**config.mk**
```make
export PLATFORM = sky130hd
export DESIGN_NAME = matrix4_multiply
export DESIGN_NICKNAME = d
export VERILOG_FILES = /design/src/rtl/mm4_pkg.sv /design/src/rtl/mm4_ram.sv /design/src/rtl/mm4_seq.sv /design/src/rtl/mm4_dp.sv /design/src/rtl/matrix4_multiply.sv
export SDC_FILE = /design/constraint.sdc
export NUM_CORES = 2
export LEC_CHECK = 0
export ABC_CLOCK_PERIOD_IN_PS = 16830
export BUFFER_PORTS_ARGS = -buffer_cell sky130_fd_sc_hd__buf_2
export CAP_MARGIN = 20
export CORE_MARGIN = 3
export CORE_UTILIZATION = 35
export CTS_BUF_LIST = sky130_fd_sc_hd__clkbuf_4
export DETAILED_ROUTE_END_ITERATION = 10
export PLACE_DENSITY_LB_ADDON = 0.2
export SETUP_SLACK_MARGIN = 0.1
export SYNTH_ARGS = -nofsm -noshare
export SYNTH_HDL_FRONTEND = slang
export SYNTH_SLANG_ARGS = --single-unit
```
**constraint.sdc**
```tcl
create_clock -name clk -period 16.83 [get_ports clk]
set_input_delay 3.366 -clock clk [delete_from_list [all_inputs] [get_ports clk]]
set_output_delay 3.366 -clock clk [all_outputs]
set_load 0.03 [all_outputs]
```
**src/rtl/mm4_pkg.sv**
```systemverilog
package mm4_pkg;

	localparam int DATA_WIDTH = 32;
	localparam int FRAC_BITS  = DATA_WIDTH / 2;
	localparam int PROD_WIDTH = 2 * DATA_WIDTH;
	localparam int ACC_GUARD  = 2;
	localparam int ACC_WIDTH  = PROD_WIDTH + ACC_GUARD;
	localparam int IDX_WIDTH  = 4;
	localparam int MAT_DEPTH  = 16;
	localparam int STEP_WIDTH = 3;

	localparam logic [IDX_WIDTH-1:0] LAST_INDEX = IDX_WIDTH'(MAT_DEPTH - 1);

	localparam logic [STEP_WIDTH-1:0] STEP_IDLE  = STEP_WIDTH'(0);
	localparam logic [STEP_WIDTH-1:0] STEP_FIRST = STEP_WIDTH'(1);

	typedef enum logic [1:0] {
		JMP_NEXT,
		JMP_WAIT_GO,
		JMP_FIN
	} jmp_t;

	typedef struct packed {
		logic       rd_en;
		logic [1:0] rd_k;
		logic       mul_en;
		logic       acc_en;
		logic       acc_first;
		logic       fin;
		jmp_t       jmp;
	} ctrl_t;

	typedef struct packed {
		logic out_free;
		logic last_elem;
	} status_t;

	// One element: four reads, four multiplies, four accumulates, then write out.
	function automatic ctrl_t ucode(input logic [STEP_WIDTH-1:0] step);
		ctrl_t c;
		c = '{rd_en: 1'b0, rd_k: 2'd0, mul_en: 1'b0, acc_en: 1'b0,
		      acc_first: 1'b0, fin: 1'b0, jmp: JMP_NEXT};
		case (step)
			3'd0: c.jmp = JMP_WAIT_GO;
			3'd1: begin
				c.rd_en = 1'b1; c.rd_k = 2'd0;
			end
			3'd2: begin
				c.rd_en = 1'b1; c.rd_k = 2'd1; c.mul_en = 1'b1;
			end
			3'd3: begin
				c.rd_en = 1'b1; c.rd_k = 2'd2; c.mul_en = 1'b1;
				c.acc_en = 1'b1; c.acc_first = 1'b1;
			end
			3'd4: begin
				c.rd_en = 1'b1; c.rd_k = 2'd3; c.mul_en = 1'b1; c.acc_en = 1'b1;
			end
			3'd5: begin
				c.mul_en = 1'b1; c.acc_en = 1'b1;
			end
			3'd6: c.acc_en = 1'b1;
			3'd7: begin
				c.fin = 1'b1; c.jmp = JMP_FIN;
			end
			default: c.jmp = JMP_WAIT_GO;
		endcase
		return c;
	endfunction

endpackage

```
**src/rtl/mm4_ram.sv**
```systemverilog
module mm4_ram #(
	parameter int Width = 32,
	parameter int Depth = 16
) (
	input  logic                     clk,
	input  logic                     wr_en,
	input  logic [$clog2(Depth)-1:0] wr_addr,
	input  logic [Width-1:0]         wr_data,
	input  logic                     rd_en,
	input  logic [$clog2(Depth)-1:0] rd_addr,
	output logic [Width-1:0]         rd_data
);

	logic [Width-1:0] mem_q [Depth];

	always_ff @(posedge clk) begin
		if (wr_en) begin
			mem_q[wr_addr] <= wr_data;
		end
		if (rd_en) begin
			rd_data <= mem_q[rd_addr];
		end
	end

endmodule

```
**src/rtl/mm4_seq.sv**
```systemverilog
module mm4_seq (
	input  logic             clk,
	input  logic             arst_n,
	input  logic             go,
	input  mm4_pkg::status_t status,
	output mm4_pkg::ctrl_t   ctrl,
	output logic             busy
);

	logic [mm4_pkg::STEP_WIDTH-1:0] step_q;
	logic [mm4_pkg::STEP_WIDTH-1:0] step_next;

	assign ctrl = mm4_pkg::ucode(step_q);
	assign busy = (step_q != mm4_pkg::STEP_IDLE);

	always_comb begin
		step_next = step_q + mm4_pkg::STEP_WIDTH'(1);
		case (ctrl.jmp)
			mm4_pkg::JMP_NEXT: step_next = step_q + mm4_pkg::STEP_WIDTH'(1);
			mm4_pkg::JMP_WAIT_GO:
				step_next = go ? mm4_pkg::STEP_FIRST : mm4_pkg::STEP_IDLE;
			mm4_pkg::JMP_FIN: begin
				// hold until the output register can take the element
				if (!status.out_free) begin
					step_next = step_q;
				end else if (status.last_elem) begin
					step_next = mm4_pkg::STEP_IDLE;
				end else begin
					step_next = mm4_pkg::STEP_FIRST;
				end
			end
			default: step_next = mm4_pkg::STEP_IDLE;
		endcase
	end

	always_ff @(posedge clk or negedge arst_n) begin
		if (!arst_n) begin
			step_q <= mm4_pkg::STEP_IDLE;
		end else begin
			step_q <= step_next;
		end
	end

endmodule

```
**src/rtl/mm4_dp.sv**
```systemverilog
module mm4_dp (
	input  logic                                  clk,
	input  logic                                  arst_n,
	input  logic                                  wr_en,
	input  logic [mm4_pkg::IDX_WIDTH-1:0]         wr_index,
	input  logic signed [mm4_pkg::DATA_WIDTH-1:0] wr_left,
	input  logic signed [mm4_pkg::DATA_WIDTH-1:0] wr_right,
	input  mm4_pkg::ctrl_t                        ctrl,
	output mm4_pkg::status_t                      status,
	input  logic                                  out_stall,
	output logic                                  out_valid,
	output logic [mm4_pkg::IDX_WIDTH-1:0]         result_index,
	output logic signed [mm4_pkg::DATA_WIDTH-1:0] product_value,
	output logic                                  saturated,
	output logic                                  last_result
);

	localparam int DW = mm4_pkg::DATA_WIDTH;
	localparam int AW = mm4_pkg::ACC_WIDTH;
	localparam int SW = AW - mm4_pkg::FRAC_BITS;

	logic [mm4_pkg::IDX_WIDTH-1:0] elem_q;
	logic [mm4_pkg::IDX_WIDTH-1:0] left_addr;
	logic [mm4_pkg::IDX_WIDTH-1:0] right_addr;
	logic [DW-1:0]                 left_rd;
	logic [DW-1:0]                 right_rd;
	logic signed [mm4_pkg::PROD_WIDTH-1:0] prod_q;
	logic signed [AW-1:0]          acc_q;
	logic signed [AW-1:0]          prod_ext;
	logic signed [SW-1:0]          shifted;
	logic [SW-DW:0]                upper;
	logic                          fits;
	logic                          fire;
	logic                          out_valid_q;

	// column-major: left[k*4+row], right[col*4+k], element = col*4+row
	assign left_addr  = {ctrl.rd_k, elem_q[1:0]};
	assign right_addr = {elem_q[3:2], ctrl.rd_k};

	mm4_ram #(.Width(DW), .Depth(mm4_pkg::MAT_DEPTH)) u_left_ram (
		.clk     (clk),
		.wr_en   (wr_en),
		.wr_addr (wr_index),
		.wr_data (wr_left),
		.rd_en   (ctrl.rd_en),
		.rd_addr (left_addr),
		.rd_data (left_rd)
	);

	mm4_ram #(.Width(DW), .Depth(mm4_pkg::MAT_DEPTH)) u_right_ram (
		.clk     (clk),
		.wr_en   (wr_en),
		.wr_addr (wr_index),
		.wr_data (wr_right),
		.rd_en   (ctrl.rd_en),
		.rd_addr (right_addr),
		.rd_data (right_rd)
	);

	assign prod_ext = {{mm4_pkg::ACC_GUARD{prod_q[mm4_pkg::PROD_WIDTH-1]}}, prod_q};

	always_ff @(posedge clk) begin
		if (ctrl.mul_en) begin
			prod_q <= $signed(left_rd) * $signed(right_rd);
		end
		if (ctrl.acc_en) begin
			acc_q <= ctrl.acc_first ? prod_ext : acc_q + prod_ext;
		end
	end

	assign shifted = SW'(acc_q >>> mm4_pkg::FRAC_BITS);
	assign upper   = shifted[SW-1:DW-1];
	assign fits    = (&upper) || !(|upper);

	assign status.out_free  = !out_valid_q || !out_stall;
	assign status.last_elem = (elem_q == mm4_pkg::LAST_INDEX);
	assign fire             = ctrl.fin && status.out_free;

	always_ff @(posedge clk or negedge arst_n) begin
		if (!arst_n) begin
			elem_q      <= '0;
			out_valid_q <= 1'b0;
		end else begin
			if (fire) begin
				elem_q      <= elem_q + mm4_pkg::IDX_WIDTH'(1);
				out_valid_q <= 1'b1;
			end else if (!out_stall) begin
				out_valid_q <= 1'b0;
			end
		end
	end

	always_ff @(posedge clk) begin
		if (fire) begin
			result_index <= elem_q;
			last_result  <= status.last_elem;
			saturated    <= !fits;
			if (fits) begin
				product_value <= shifted[DW-1:0];
			end else if (acc_q[AW-1]) begin
				product_value <= {1'b1, {(DW-1){1'b0}}};
			end else begin
				product_value <= {1'b0, {(DW-1){1'b1}}};
			end
		end
	end

	assign out_valid = out_valid_q;

endmodule

```
**src/rtl/matrix4_multiply.sv**
```systemverilog
// Loads one element pair per cycle while idle; the request with index 15 starts the product.
// The 16 results then follow one per pass of the 7-step microprogram through the shared
// multiplier; a pass holds at its last step while the output register is full and stalled.
// Input stall stays high until the last result. Reset clears the step counter,
// element counter and output valid; matrix RAM contents are undefined until written.
module matrix4_multiply (
	input  logic                                  clk,
	input  logic                                  arst_n,
	input  logic                                  in_valid,
	output logic                                  in_stall,
	input  logic [mm4_pkg::IDX_WIDTH-1:0]         element_index,
	input  logic signed [mm4_pkg::DATA_WIDTH-1:0] left_value,
	input  logic signed [mm4_pkg::DATA_WIDTH-1:0] right_value,
	output logic                                  out_valid,
	input  logic                                  out_stall,
	output logic [mm4_pkg::IDX_WIDTH-1:0]         result_index,
	output logic signed [mm4_pkg::DATA_WIDTH-1:0] product_value,
	output logic                                  saturated,
	output logic                                  last_result
);

	mm4_pkg::ctrl_t   ctrl;
	mm4_pkg::status_t status;
	logic             busy;
	logic             accept;
	logic             go;

	assign in_stall = busy;
	assign accept   = in_valid && !busy;
	assign go       = accept && (element_index == mm4_pkg::LAST_INDEX);

	mm4_seq u_seq (
		.clk    (clk),
		.arst_n (arst_n),
		.go     (go),
		.status (status),
		.ctrl   (ctrl),
		.busy   (busy)
	);

	mm4_dp u_dp (
		.clk           (clk),
		.arst_n        (arst_n),
		.wr_en         (accept),
		.wr_index      (element_index),
		.wr_left       (left_value),
		.wr_right      (right_value),
		.ctrl          (ctrl),
		.status        (status),
		.out_stall     (out_stall),
		.out_valid     (out_valid),
		.result_index  (result_index),
		.product_value (product_value),
		.saturated     (saturated),
		.last_result   (last_result)
	);

endmodule
```
==> impl_metrics.py <==
metrics = {
    "outcome": {
        "status": "finished, final reports clean",
    },
    "sta": {
        "hold_viol": 0,
        "finClkSkew_ns": 0.186,
        "slew_violations": 0,
        "max_clock_freq_mhz": 118,
        "tns_ns": 0,
        "timing.hold.ws_ns": 0.465,
        "fin_crit_sh_pct": 50.3,
        "rsz0062_at_grt": "false",
        "setup_violations": 0,
        "period_needed_ns": 8.46,
        "slew_headroom_pct": 27.6,
        "setup_ws_ns": 8.37,
        "worstMarginPinSlew_ns": 1.09,
    },
    "place": {
        "dp_hpwl_um": 148000,
        "io_buffers": 111,
        "gp_congestion": 0.838,
        "dp_worst_setup_slack_ns": 7.89,
    },
    "floorplan": {
        "dieHeight_um": 505,
        "std_cell_rows": 182,
        "dieArea_um2": 255000,
        "io_pins": 112,
        "core_um2": 247000,
        "initial_core_util_pct": 35.3,
        "die_w_um": 505,
    },
    "yosys": {
        "syn_avg_cell_area_um2": 13.0,
        "syn_area_um2": 87200,
        "yosys.cell_types.count": 92,
        "ys_seq_area_share_pct": 43.5,
        "ys.flop_type": "edfxtp_1",
        "synth_edf_count": 1256,
        "yosys_register_bits": 1264,
        "ys_async_sr_fraction_pct": 0.633,
        "synth.net_count": 8103,
        "yosysWarningCount": 0,
        "synth_top_area_share_pct": 43.3,
        "yosysTopAreaCell": "edfxtp_1",
        "synthTopCellsByArea": "edfxtp_1 (43%), fa_1 (25%), mux4_2 (5.0%), inv_1 (4.2%), and2_1 (4.1%)",
        "syn_inst": 6692,
    },
    "routing": {
        "dr.pass1.iters": 5,
        "vias": 52250,
        "postRouteAntennaNets": 0,
        "post_drt_wl_per_cell_um": 21.7,
        "drt-total-wl_um": 228000,
        "drc": 0,
        "drt_first_iter_violations": 3179,
        "vias_per_cell": 4.98,
    },
    "cts": {
        "cts-buffers-inserted": 356,
        "cts_resized": 0,
        "h-tree-depth": 5,
        "cts_tree": "done",
        "postCtsHoldBufs": 0,
        "clk_pin_slew_ns": 0.07,
        "cts_root_buffer": "clkbuf_4",
        "cts_max_path_buffers": 4,
        "cts_num_sinks": 1264,
        "clk-insertion-delay-late_ns": 1.33,
        "post_cts_buffers": 0,
    },
    "worst_setup_path": {
        "endpoint_kind": "register",
        "crit_type": "reg -> reg",
        "start_kind": "register",
        "arrival_ns": 9.44,
        "slowest_delay_ns": 0.97,
        "slowest_stage": "fa_1",
        "cp_common_cell": "fa_1",
        "cp_max_fo": 12,
        "required_ns": 17.81,
    },
    "layout": {
        "nNetsFinal": 8338,
        "area_growth_pct": 10.2,
        "fill_cells": 23723,
        "layout-drive-gt1-share_pct": 14.3,
    },
    "hold_path": {
        "worst_hold_path_type": "reg -> reg",
    },
    "global_routing": {
        "grt_overflow": 0,
        "grt_pass1_vias": 57279,
        "grt_pass1_wl_um": 353000,
        "antenna_found_initial": 34,
        "track_usage_pct": 18.0,
        "grt_max_degree": 156,
    },
    "run": {
        "max-cap-violations": 0,
    },
}
kinds of logic after synthesis:
| group | count (synthesis) | share of synthesized area (%) |
|---|---|---|
| buf+inv | 1341 | 5.80 |
| fa+ha+maj | 1339 | 28.5 |
| mux | 328 | 6.53 |
| simple gates | 1595 | 8.99 |
| flops | 1264 | 43.5 |
| xor+xnor | 136 | 1.37 |
| compound gates | 689 | 5.29 |
critical path: cells and delay by family, from the launching register on:
family	cells	cell delay, ns
XOR/XNOR	1	0.12
flip-flops	1	0.66
buffers and inverters	7	1.12
AND/OR/NAND/NOR	4	0.37
adder cells (fa/ha/maj)	9	4.75
AO/OA/AOI/OAI	7	1.05
synthesized netlist by cell type (3+ instances only):
library cell  number
a211o_1            7
a211oi_1         103
a21boi_0           3
a21o_1           101
a21oi_1          173
a221oi_1           6
a311oi_1          32
a31oi_1           42
and2_1           565
and3_1            14
and4_1             4
buf_1             22
buf_2             17
clkbuf_1         314
dfrtp_1            8
edfxtp_1        1256
fa_1            1083
ha_1             256
inv_1            986
mux2_2             5
mux2i_1          131
mux4_2           192
nand2_1          771
nand2b_1          32
nand3_1           28
nand4_1           31
nand4b_1           4
nor2_1            93
nor2b_1           12
nor3_1            15
nor4_1             5
o2111ai_1          4
o211ai_1           7
o21a_1            16
o21ai_0           93
o21ai_1           32
o21bai_1          21
o31ai_1            7
or3b_2             3
or4_1              3
xnor2_1           82
xor2_1            54
flip-flops by register name, indices dropped and copies added (netlist names):
register and cells:
u_dp.acc_q 66, u_dp.elem_q 4, u_dp.last_result 1, u_dp.out_valid 1, u_dp.prod_q 64, u_dp.product_value 32
u_dp.result_index 4, u_dp.saturated 1, u_dp.u_left_ram.mem_q 512, u_dp.u_left_ram.rd_data 32, u_dp.u_right_ram.mem_q 512, u_dp.u_right_ram.rd_data 32
u_seq.step_q 3
cell type report:
cell class / instances / area [um^2] / share of cell area [%]
Tap cell: 3312 / 4140 / 4.31
Inverter: 986 / 3700 / 3.85
Timing Repair Buffer: 232 / 1520 / 1.59
Multi-Input combinational cell: 4087 / 44400 / 46.3
Clock buffer: 516 / 3870 / 4.03
Sequential cell: 1264 / 37900 / 39.5
Antenna cell: 23 / 57.6 / 0.0599
Clock inverter: 71 / 390 / 0.406
per-layer routing:
metal	GRT usage, %	share of wire [%]	routed length [um]
met1	25.4	46	104000
met2	28.6	46	105000
met3	3.75	6.0	13600
met4	4.30	1.8	4030
met5	0	0.073	165
cell usage in the layout (no fill, tap or decap), types with 5 or more instances in the layout:
cell type | netlist | final
buf_4 | 1 | 116
nor3_1 | 15 | 11
clkbuf_4 | 0 | 516
and2_1 | 565 | 565
diode_2 | 0 | 23
mux2i_1 | 131 | 130
xor2_1 | 54 | 54
nand2_1 | 771 | 771
nand3_1 | 28 | 28
xnor2_1 | 82 | 82
a221oi_1 | 6 | 6
o211ai_1 | 7 | 7
nor2_1 | 93 | 80
fa_1 | 1083 | 1083
mux4_2 | 192 | 192
a21oi_1 | 173 | 169
nor2_4 | 0 | 12
a211o_1 | 7 | 7
and3_1 | 14 | 14
inv_1 | 986 | 986
a31oi_1 | 42 | 42
clkinv_1 | 0 | 54
a211oi_1 | 103 | 103
o21bai_1 | 21 | 21
buf_2 | 17 | 111
o21ai_1 | 32 | 32
nor4_1 | 5 | 5
a21o_1 | 101 | 100
ha_1 | 256 | 255
o21ai_0 | 93 | 93
mux2_2 | 5 | 5
a311oi_1 | 32 | 32
o21a_1 | 16 | 16
clkinv_2 | 0 | 8
nand2b_1 | 32 | 32
nor2b_1 | 12 | 12
o31ai_1 | 7 | 7
edfxtp_1 | 1256 | 1256
nand4_1 | 31 | 31
metrics by stage:
step	cell area (um^2)	util [%]	instances
after detailed placement	91700	37.2	9880
after CTS	96000	38.9	10467
after global routing	96000	38.9	10476
after global placement	91700	37.1	9878
final	96000	38.9	10491
after floorplan	87200	-	6692
path summary, 6_finish.rpt:
check | startpoint | endpoint | slack, ns | cells after the start
hold reg to reg | u_dp.prod_q[16]$_DFFE_PP_ | u_dp.acc_q[16]$_DFFE_PP_ | 0.46 | 2
max in group asynchronous | arst_n | u_dp.elem_q[3]$_DFFE_PN0P_ | 14.65 | 1
setup / recovery | u_dp.u_left_ram.rd_data[31]$_DFFE_PP_ | u_dp.prod_q[63]$_DFFE_PP_ | 8.37 | 28
setup reg to reg | u_dp.u_left_ram.rd_data[31]$_DFFE_PP_ | u_dp.prod_q[63]$_DFFE_PP_ | 8.37 | 28
min in group asynchronous | arst_n | u_seq.step_q[2]$_DFFE_PN0P_ | 1.94 | 1
hold / removal | u_dp.prod_q[16]$_DFFE_PP_ | u_dp.acc_q[16]$_DFFE_PP_ | 0.46 | 2
Power is not shown: default switching activity piles up to over one toggle a cycle in this logic, so the estimate is an artifact.
